## src/sv/wws_pkg.sv

```systemverilog
package wws_pkg;

  // delimiter characters
  localparam logic [7:0] CH_SPACE   = 8'h20;
  localparam logic [7:0] CH_NEWLINE = 8'h0A;
  localparam logic [7:0] CH_PERIOD  = 8'h2E;
  localparam logic [7:0] CH_COMMA   = 8'h2C;

  // counter ceiling
  localparam logic [15:0] SAT16 = 16'hFFFF;

  // configuration register indexes
  localparam logic [1:0] CFG_KEY_LOW    = 2'd0;
  localparam logic [1:0] CFG_KEY_HIGH   = 2'd1;
  localparam logic [1:0] CFG_KEY_LENGTH = 2'd2;

  // report kinds
  localparam logic REPORT_MATCH = 1'b0;
  localparam logic REPORT_COUNT = 1'b1;

  // depth of the queue between front and back
  localparam int QUEUE_DEPTH = 4;
  localparam int QUEUE_PTR_W = $clog2(QUEUE_DEPTH);
  localparam int QUEUE_CNT_W = $clog2(QUEUE_DEPTH + 1);

  // one classified byte that causes at least one result
  typedef struct packed {
    logic        has_match;
    logic        has_count;
    logic [15:0] line;
    logic [15:0] column;
    logic [15:0] total;
  } event_t;

  function automatic logic [15:0] inc_sat16(input logic [15:0] v);
    return (v == SAT16) ? v : v + 16'd1;
  endfunction

endpackage

```

## src/sv/wws_front.sv

```systemverilog
module wws_front #(
  parameter int MAX_KEY_CHARS = 16
) (
  input  logic            clk,
  input  logic            rst,
  input  logic            cfg_write,
  input  logic [1:0]      cfg_index,
  input  logic [63:0]     cfg_data,
  input  logic            accept,
  input  logic [7:0]      text_byte,
  input  logic            end_of_text,
  output logic            ev_push,
  output wws_pkg::event_t ev_data
);
  import wws_pkg::*;

  localparam logic [4:0] MAX_LEN = 5'(MAX_KEY_CHARS);
  localparam logic [4:0] LEN_CAP = 5'(MAX_KEY_CHARS + 1);

  logic [63:0] key_low;
  logic [63:0] key_high;
  logic [4:0]  key_length;

  logic [4:0]  token_length;
  logic        token_still_equal;
  logic [15:0] current_line;
  logic [15:0] current_column;
  logic [15:0] token_start_column;
  logic [15:0] matches_seen;

  logic [4:0]  token_length_next;
  logic        token_still_equal_next;
  logic [15:0] current_line_next;
  logic [15:0] current_column_next;
  logic [15:0] token_start_column_next;
  logic [15:0] matches_seen_next;

  logic [127:0] key_all;
  logic [7:0]   key_char;
  logic         is_delim;
  logic         key_len_ok;
  logic         in_key;
  logic [4:0]   grown_length;
  logic         grown_equal;
  logic [15:0]  start_col;
  logic         hit;

  // configuration registers
  always_ff @(posedge clk) begin
    if (rst) begin
      key_low    <= '0;
      key_high   <= '0;
      key_length <= 5'd1;
    end else if (cfg_write) begin
      case (cfg_index)
        CFG_KEY_LOW:    key_low    <= cfg_data;
        CFG_KEY_HIGH:   key_high   <= cfg_data;
        CFG_KEY_LENGTH: key_length <= cfg_data[4:0];
        default: ;
      endcase
    end
  end

  assign key_all    = {key_high, key_low};
  assign key_char   = key_all[{token_length[3:0], 3'b000} +: 8];
  assign key_len_ok = (key_length != 5'd0) && (key_length <= MAX_LEN);
  assign is_delim   = (text_byte == CH_SPACE) || (text_byte == CH_NEWLINE) ||
                      (text_byte == CH_PERIOD) || (text_byte == CH_COMMA);

  // token growth on an ordinary character
  assign in_key       = (token_length < key_length) && (token_length < MAX_LEN);
  assign grown_equal  = token_still_equal && in_key && (key_char == text_byte);
  assign grown_length = (token_length < LEN_CAP) ? token_length + 5'd1 : token_length;
  assign start_col    = (token_length == 5'd0) ? current_column : token_start_column;

  // classify the byte and update the text state
  always_comb begin
    token_length_next       = token_length;
    token_still_equal_next  = token_still_equal;
    current_line_next       = current_line;
    current_column_next     = current_column;
    token_start_column_next = token_start_column;
    hit                     = 1'b0;
    ev_data.line            = current_line;
    ev_data.column          = token_start_column;

    if (is_delim) begin
      hit = (token_length != 5'd0) && token_still_equal && key_len_ok &&
            (token_length == key_length);
      token_length_next      = 5'd0;
      token_still_equal_next = 1'b1;
      if (text_byte == CH_NEWLINE) begin
        current_line_next   = inc_sat16(current_line);
        current_column_next = '0;
      end else begin
        current_column_next = inc_sat16(current_column);
      end
    end else begin
      token_start_column_next = start_col;
      token_length_next       = grown_length;
      token_still_equal_next  = grown_equal;
      current_column_next     = inc_sat16(current_column);
      ev_data.column          = start_col;
      if (end_of_text) begin
        hit = grown_equal && key_len_ok && (grown_length == key_length);
      end
    end

    matches_seen_next = hit ? inc_sat16(matches_seen) : matches_seen;

    ev_data.has_match = hit;
    ev_data.has_count = end_of_text;
    ev_data.total     = matches_seen_next;
  end

  assign ev_push = accept && (hit || end_of_text);

  // text state, cleared after the final byte
  always_ff @(posedge clk) begin
    if (rst) begin
      token_length       <= '0;
      token_still_equal  <= 1'b1;
      current_line       <= 16'd1;
      current_column     <= '0;
      token_start_column <= '0;
      matches_seen       <= '0;
    end else if (accept) begin
      if (end_of_text) begin
        token_length       <= '0;
        token_still_equal  <= 1'b1;
        current_line       <= 16'd1;
        current_column     <= '0;
        token_start_column <= '0;
        matches_seen       <= '0;
      end else begin
        token_length       <= token_length_next;
        token_still_equal  <= token_still_equal_next;
        current_line       <= current_line_next;
        current_column     <= current_column_next;
        token_start_column <= token_start_column_next;
        matches_seen       <= matches_seen_next;
      end
    end
  end

endmodule

```

## src/sv/wws_queue.sv

```systemverilog
module wws_queue (
  input  logic            clk,
  input  logic            rst,
  input  logic            wr_en,
  input  wws_pkg::event_t wr_data,
  output logic            q_full,
  input  logic            rd_en,
  output wws_pkg::event_t rd_data,
  output logic            q_empty
);
  import wws_pkg::*;

  event_t                 mem [QUEUE_DEPTH];
  logic [QUEUE_PTR_W-1:0] wr_ptr;
  logic [QUEUE_PTR_W-1:0] rd_ptr;
  logic [QUEUE_CNT_W-1:0] count;
  logic                   do_wr;
  logic                   do_rd;

  assign q_full  = (count == QUEUE_CNT_W'(QUEUE_DEPTH));
  assign q_empty = (count == '0);
  assign do_wr   = wr_en && !q_full;
  assign do_rd   = rd_en && !q_empty;
  assign rd_data = mem[rd_ptr];

  // storage
  always_ff @(posedge clk) begin
    if (do_wr) begin
      mem[wr_ptr] <= wr_data;
    end
  end

  // pointers and fill count
  always_ff @(posedge clk) begin
    if (rst) begin
      wr_ptr <= '0;
      rd_ptr <= '0;
      count  <= '0;
    end else begin
      if (do_wr) begin
        wr_ptr <= (wr_ptr == QUEUE_PTR_W'(QUEUE_DEPTH - 1)) ? '0 : wr_ptr + 1'b1;
      end
      if (do_rd) begin
        rd_ptr <= (rd_ptr == QUEUE_PTR_W'(QUEUE_DEPTH - 1)) ? '0 : rd_ptr + 1'b1;
      end
      case ({do_wr, do_rd})
        2'b10:   count <= count + 1'b1;
        2'b01:   count <= count - 1'b1;
        default: count <= count;
      endcase
    end
  end

endmodule

```

## src/sv/wws_back.sv

```systemverilog
module wws_back (
  input  logic            clk,
  input  logic            rst,
  input  wws_pkg::event_t ev_data,
  input  logic            ev_empty,
  output logic            ev_pop,
  output logic            empty,
  input  logic            pop,
  output logic            report_kind,
  output logic [15:0]     line_number,
  output logic [15:0]     column_number,
  output logic [15:0]     match_total,
  output logic            final_report
);
  import wws_pkg::*;

  logic        out_valid;
  logic        pend_count;
  logic [15:0] pend_total;
  logic        out_free;

  assign empty    = !out_valid;
  assign out_free = !out_valid || pop;
  assign ev_pop   = out_free && !pend_count && !ev_empty;

  // control: output stage valid and the count report still owed
  always_ff @(posedge clk) begin
    if (rst) begin
      out_valid  <= 1'b0;
      pend_count <= 1'b0;
    end else if (out_free) begin
      if (pend_count) begin
        out_valid  <= 1'b1;
        pend_count <= 1'b0;
      end else if (!ev_empty) begin
        out_valid  <= 1'b1;
        pend_count <= ev_data.has_match && ev_data.has_count;
      end else begin
        out_valid  <= 1'b0;
      end
    end
  end

  // result payload, match report first then count report
  always_ff @(posedge clk) begin
    if (out_free) begin
      if (pend_count || (!ev_empty && !ev_data.has_match)) begin
        report_kind   <= REPORT_COUNT;
        line_number   <= '0;
        column_number <= '0;
        match_total   <= pend_count ? pend_total : ev_data.total;
        final_report  <= 1'b1;
      end else if (!ev_empty) begin
        report_kind   <= REPORT_MATCH;
        line_number   <= ev_data.line;
        column_number <= ev_data.column;
        match_total   <= ev_data.total;
        final_report  <= 1'b0;
      end
      if (!pend_count && !ev_empty) begin
        pend_total <= ev_data.total;
      end
    end
  end

endmodule

```

## src/sv/whole_word_search_line_column_top.sv

```systemverilog
// Whole-word keyword search over a byte stream. Space, newline, period and
// comma end a token; a token equal to the keyword (key_length characters,
// character 0 in the low byte of key_low) gives a match report with its
// 1-based line and 0-based start column, and the byte flagged end_of_text
// closes the last token and gives a count report with final_report set,
// after which line, column and match counts start over. The input side takes
// one byte per clock: the front classifies each byte in the cycle it is
// accepted and sends bytes that cause results into a four-entry event queue.
// The back turns each event into one or two results at one result per clock,
// so the long-run rate is one byte per cycle unless results come faster than
// the result side drains them; full rises only when the event queue fills.
// Configuration writes (index 0 low key bytes, 1 high key bytes, 2 length)
// are always ready and are meant to be made while the block is idle.
module whole_word_search_line_column_top #(
  parameter int MAX_KEY_CHARS = 16
) (
  input  logic        clk,
  input  logic        rst,
  input  logic        cfg_valid,
  output logic        cfg_ready,
  input  logic [1:0]  cfg_index,
  input  logic [63:0] cfg_data,
  input  logic        push,
  output logic        full,
  input  logic [7:0]  text_byte,
  input  logic        end_of_text,
  output logic        empty,
  input  logic        pop,
  output logic        report_kind,
  output logic [15:0] line_number,
  output logic [15:0] column_number,
  output logic [15:0] match_total,
  output logic        final_report
);
  import wws_pkg::*;

  logic   accept;
  logic   ev_push;
  event_t ev_in;
  event_t ev_out;
  logic   ev_empty;
  logic   ev_pop;

  assign cfg_ready = 1'b1;
  assign accept    = push && !full;

  // front: configuration and byte classification
  wws_front #(
    .MAX_KEY_CHARS (MAX_KEY_CHARS)
  ) u_front (
    .clk         (clk),
    .rst         (rst),
    .cfg_write   (cfg_valid && cfg_ready),
    .cfg_index   (cfg_index),
    .cfg_data    (cfg_data),
    .accept      (accept),
    .text_byte   (text_byte),
    .end_of_text (end_of_text),
    .ev_push     (ev_push),
    .ev_data     (ev_in)
  );

  // event queue between front and back
  wws_queue u_queue (
    .clk     (clk),
    .rst     (rst),
    .wr_en   (ev_push),
    .wr_data (ev_in),
    .q_full  (full),
    .rd_en   (ev_pop),
    .rd_data (ev_out),
    .q_empty (ev_empty)
  );

  // back: result expansion and output stage
  wws_back u_back (
    .clk           (clk),
    .rst           (rst),
    .ev_data       (ev_out),
    .ev_empty      (ev_empty),
    .ev_pop        (ev_pop),
    .empty         (empty),
    .pop           (pop),
    .report_kind   (report_kind),
    .line_number   (line_number),
    .column_number (column_number),
    .match_total   (match_total),
    .final_report  (final_report)
  );

endmodule

```

## config.mk

```make
export PLATFORM = sky130hd
export DESIGN_NAME = whole_word_search_line_column_top
export DESIGN_NICKNAME = d
export VERILOG_FILES = /design/src/sv/wws_pkg.sv /design/src/sv/wws_front.sv /design/src/sv/wws_queue.sv /design/src/sv/wws_back.sv /design/src/sv/whole_word_search_line_column_top.sv
export SDC_FILE = /design/constraint.sdc
export NUM_CORES = 1
export LEC_CHECK = 0
export ABC_AREA = 1
export BUFFER_PORTS_ARGS = -buffer_cell sky130_fd_sc_hd__buf_4
export CAP_MARGIN = 30
export CORE_UTILIZATION = 30
export DETAILED_ROUTE_END_ITERATION = 8
export GPL_TIMING_DRIVEN = 0
export PLACE_DENSITY = 0.54
export SYNTH_ARGS = -nofsm -noshare
export SYNTH_HDL_FRONTEND = slang
export SYNTH_SLANG_ARGS = --single-unit
```

## constraint.sdc

```tcl
create_clock -name clk -period 5.2 [get_ports clk]
set_input_delay 1.04 -clock clk [delete_from_list [all_inputs] [get_ports clk]]
set_output_delay 1.04 -clock clk [all_outputs]
set_load 0.01 [all_outputs]
```

==> summary.txt <==
Status
  • Status: finished, final reports clean

Routing
  • Vias after detailed routing: 16400
  • First-pass DRT Iterations: 5
  • DR DRC count: 0
  • Routed WL: 59000 um
  • Vias per cell: 4.81
  • 1st-iter DRT viols: 1219
  • DR WL/cell: 17.3 um
  • Post-route ant nets: 0

Yosys
  • Post-synth EDFFs: 265
  • Seq/Total Area, Yosys: 0.599
  • Distinct cell type count after synthesis: 44
  • Syn. warnings: 0
  • Syn Nets: 2395
  • Async SR Flop Fraction: 0
  • FF+latch count, synth: 479
  • Post-synth top cells: nor2_1, nand2_1, o21ai_0
  • Average size of a mapped cell: 8.90 um^2
  • Cell area after synthesis: 0.0205 mm^2
  • Post-synth top area share: 0.389
  • Post-synth top flop: edfxtp_1
  • Leading area contributor after synthesis: edfxtp_1
  • Count leader, synth: nor2_1
  • Cells after Synth: 2298
  • Largest cells by area after synthesis: edfxtp_1, dfxtp_1, nor2_1, o21ai_0, nand2_1

Floorplanning
  • Die span in y: 263 um
  • Core Rows: 95
  • Initial Util: 0.304
  • Full die area: 0.0692 mm^2
  • Core area: 0.0673 mm^2
  • Io pins: 133
  • Die W: 263 um

Timing
  • Crit share post-route: 0.814
  • Final hold violation count: 0
  • Worst clock skew: 66.4 ps
  • Minimum clock period: 4230 ps
  • Worst slew pin tran: 922 ps
  • Setup violators final: 0
  • FMAX: 236 MHz
  • Rel. slew slack: 0.380
  • Unrepaired setup endpoints after global routing: false
  • Max-slew violation count: 0

CTS
  • Clock transition at the registers of the reported paths: 60 ps
  • Max Root-Sink Buffers: 3
  • CTS Buf Count: 52
  • Clk_lat worst skew: 630 ps
  • Post-CTS setup buffers: 0
  • Post_cts resized: 0
  • TritonCTS clock tree: done
  • Root cell of the clock tree: clkbuf_16
  • CTS Hold Bufs: 0
  • CTS H-Tree Depth: 2
  • Clk sinks: 479

Placed design
  • Placed cell area: 0.0227 mm^2
  • HPWL after DPL: 41200 um
  • Port-buffer cells: 130
  • Gp weighted congestion: 0.926

Layout
  • Share of cells above drive strength 1: 0.106
  • Final Cell Area: 0.0245 mm^2
  • Area Growth Syn to Fin: 19.6%
  • Ant. Diodes: 0
  • Net count, final: 2589
  • Final Util: 0.364

Global route
  • Total grt overflow: 0
  • Largest net degree at the start of global routing: 39
  • Grt met3 use: 0.0224
  • Met2 Use GR: 0.288
  • Initial antenna violation count: 1
  • Grt met1 use: 0.219
  • Vias in the first global route: 16100
  • First-pass GRT wire length: 91100 um
  • Gr usage total: 0.168
  • Grt peak-use layer: met2

Power
  • Max VDD drop: 0.305 mV
  • Pleak: 0.00956 uW
  • Pwr Density: 450 mW/mm^2

Critical path
  • Bufs and invs on worst path: 3
  • Critical Path Source Type: register
  • Crit path max-delay cell type: nor2_4
  • Slowest stage delay, CP: 710 ps
  • CP arrival: 4500 ps
  • Type of the worst setup path: reg2reg
  • Worst-path cell chain: inv_2 -> clkbuf_1 -> o21ai_0 -> nand3_1 -> nand3_1 -> nand3_1 -> nand2_1 -> nor2_1 -> nand2_1 -> nor2_1 -> nand3_1 -> nand2_4 -> nand2_2 -> nand2_2 -> nand2_2 -> nor2_4 -> buf_12
  • Cell family with most CP delay: simple AND/OR/NAND/NOR gates
  • Crit path max fanout: 26
  • CP dominant cell by count: nand3_1
  • CP endpoint kind: register
  • Critical Path RT: 5460 ps

Flow run
  • Maxcap violations: 0

Worst hold path
  • Hold WC Path Type: reg2reg
[sequential cells by signal, indices dropped and copies added, names as in the netlist, named ones only]
name	flops
u_back.column_number	16
u_back.line_number	16
u_back.match_total	16
u_back.out_valid	1
u_back.pend_count	1
u_back.pend_total	16
u_back.report_kind	1
u_front.current_column	16
u_front.current_line	16
u_front.key_high	64
u_front.key_length	5
u_front.key_low	64
u_front.matches_seen	16
u_front.token_length	5
u_front.token_start_column	16
u_front.token_still_equal	1
u_queue.count	3
u_queue.mem	200
u_queue.rd_ptr	2
u_queue.wr_ptr	2
[final timing paths]
kind	from	endpoint	slack, ps	cells past startpoint
setup / recovery	u_front.token_length[0]$_SDFFE_PP0P_	u_queue.mem[2][27]$_DFFE_PP_	970	17
hold / removal	u_front.key_low[60]$_SDFFE_PP0P_	u_front.key_low[60]$_SDFFE_PP0P_	450	2
setup reg to reg	u_front.token_length[0]$_SDFFE_PP0P_	u_queue.mem[2][27]$_DFFE_PP_	970	17
hold reg to reg	u_front.key_low[60]$_SDFFE_PP0P_	u_front.key_low[60]$_SDFFE_PP0P_	450	2
[layer usage]
layer,part of all wire,up-vias
met3,0.055,91
met1,0.44,7745
met4,0.025,2
met5,0.00024,-
met2,0.47,498
li1,-,8058
[area by class of cell]
type	instances	area, um^2
fillers	6810	42800
flip-flops and latches	479	12200
multi-input cells	1503	6930
clock buffers	69	1410
repair buffers	140	1170
well taps	873	1090
inverters	195	732
plain buffers	121	579
clock inverters	29	305
[kinds of logic (layout without fill, tap and decap cells)]
group / Yosys count / count (layout) / synth area share
other: 1 / 1 / 0.000183
AND/OR/NAND/NOR: 972 / 972 / 0.193
adder cells (fa/ha/maj): 17 / 17 / 0.0108
buffers and inverters: 316 / 554 / 0.0641
AO/OA/AOI/OAI: 497 / 497 / 0.126
multiplexers: 4 / 4 / 0.00196
XOR/XNOR: 12 / 12 / 0.00551
flip-flops: 479 / 479 / 0.599
[stage by stage]
stage	setup WS [ps]	hold WS (ps)	std cells	total power, uW	TNS, ps
2_1_floorplan	589	422	2298	6250	0
3_3_place_gp	-2240	437	3301	7320	-430550
3_5_place_dp	912	445	3311	7400	0
4_1_cts	892	454	3409	11100	0
5_1_grt	614	473	3409	11600	0
6_report	966	452	3409	11000	0
[worst reg2reg max path: cells and delay by family (launching register included)]
family                 cells  cell delay [ps]
buffers and inverters      3             1000
DFF                        1              350
AOI/OAI and AO/OA          1              200
and+or+nand+nor           13             2320
[layout by cell type (no fill, tap or decap), types with 18 or more instances in the layout]
cell type and instances:
nand2_1 356, o22ai_1 18, a21oi_1 161, inv_1 185, clkbuf_16 52, o21ai_0 286, dfxtp_1 214, buf_4 137
nand3_1 108, nor2_1 441, edfxtp_1 265, clkbuf_1 103, nor3_1 23
[report_power, final]
part | total (uW) | leakage (uW) | internal, uW | switching (uW)
Sequential | 4780 | 0.00424 | 4640 | 141
Clock | 3710 | 0.000846 | 2160 | 1560
Combinational | 2510 | 0.00447 | 826 | 1690
Total | 11000 | 0.00956 | 7620 | 3380
No activity file was read; power rests on OpenSTA's default activity.
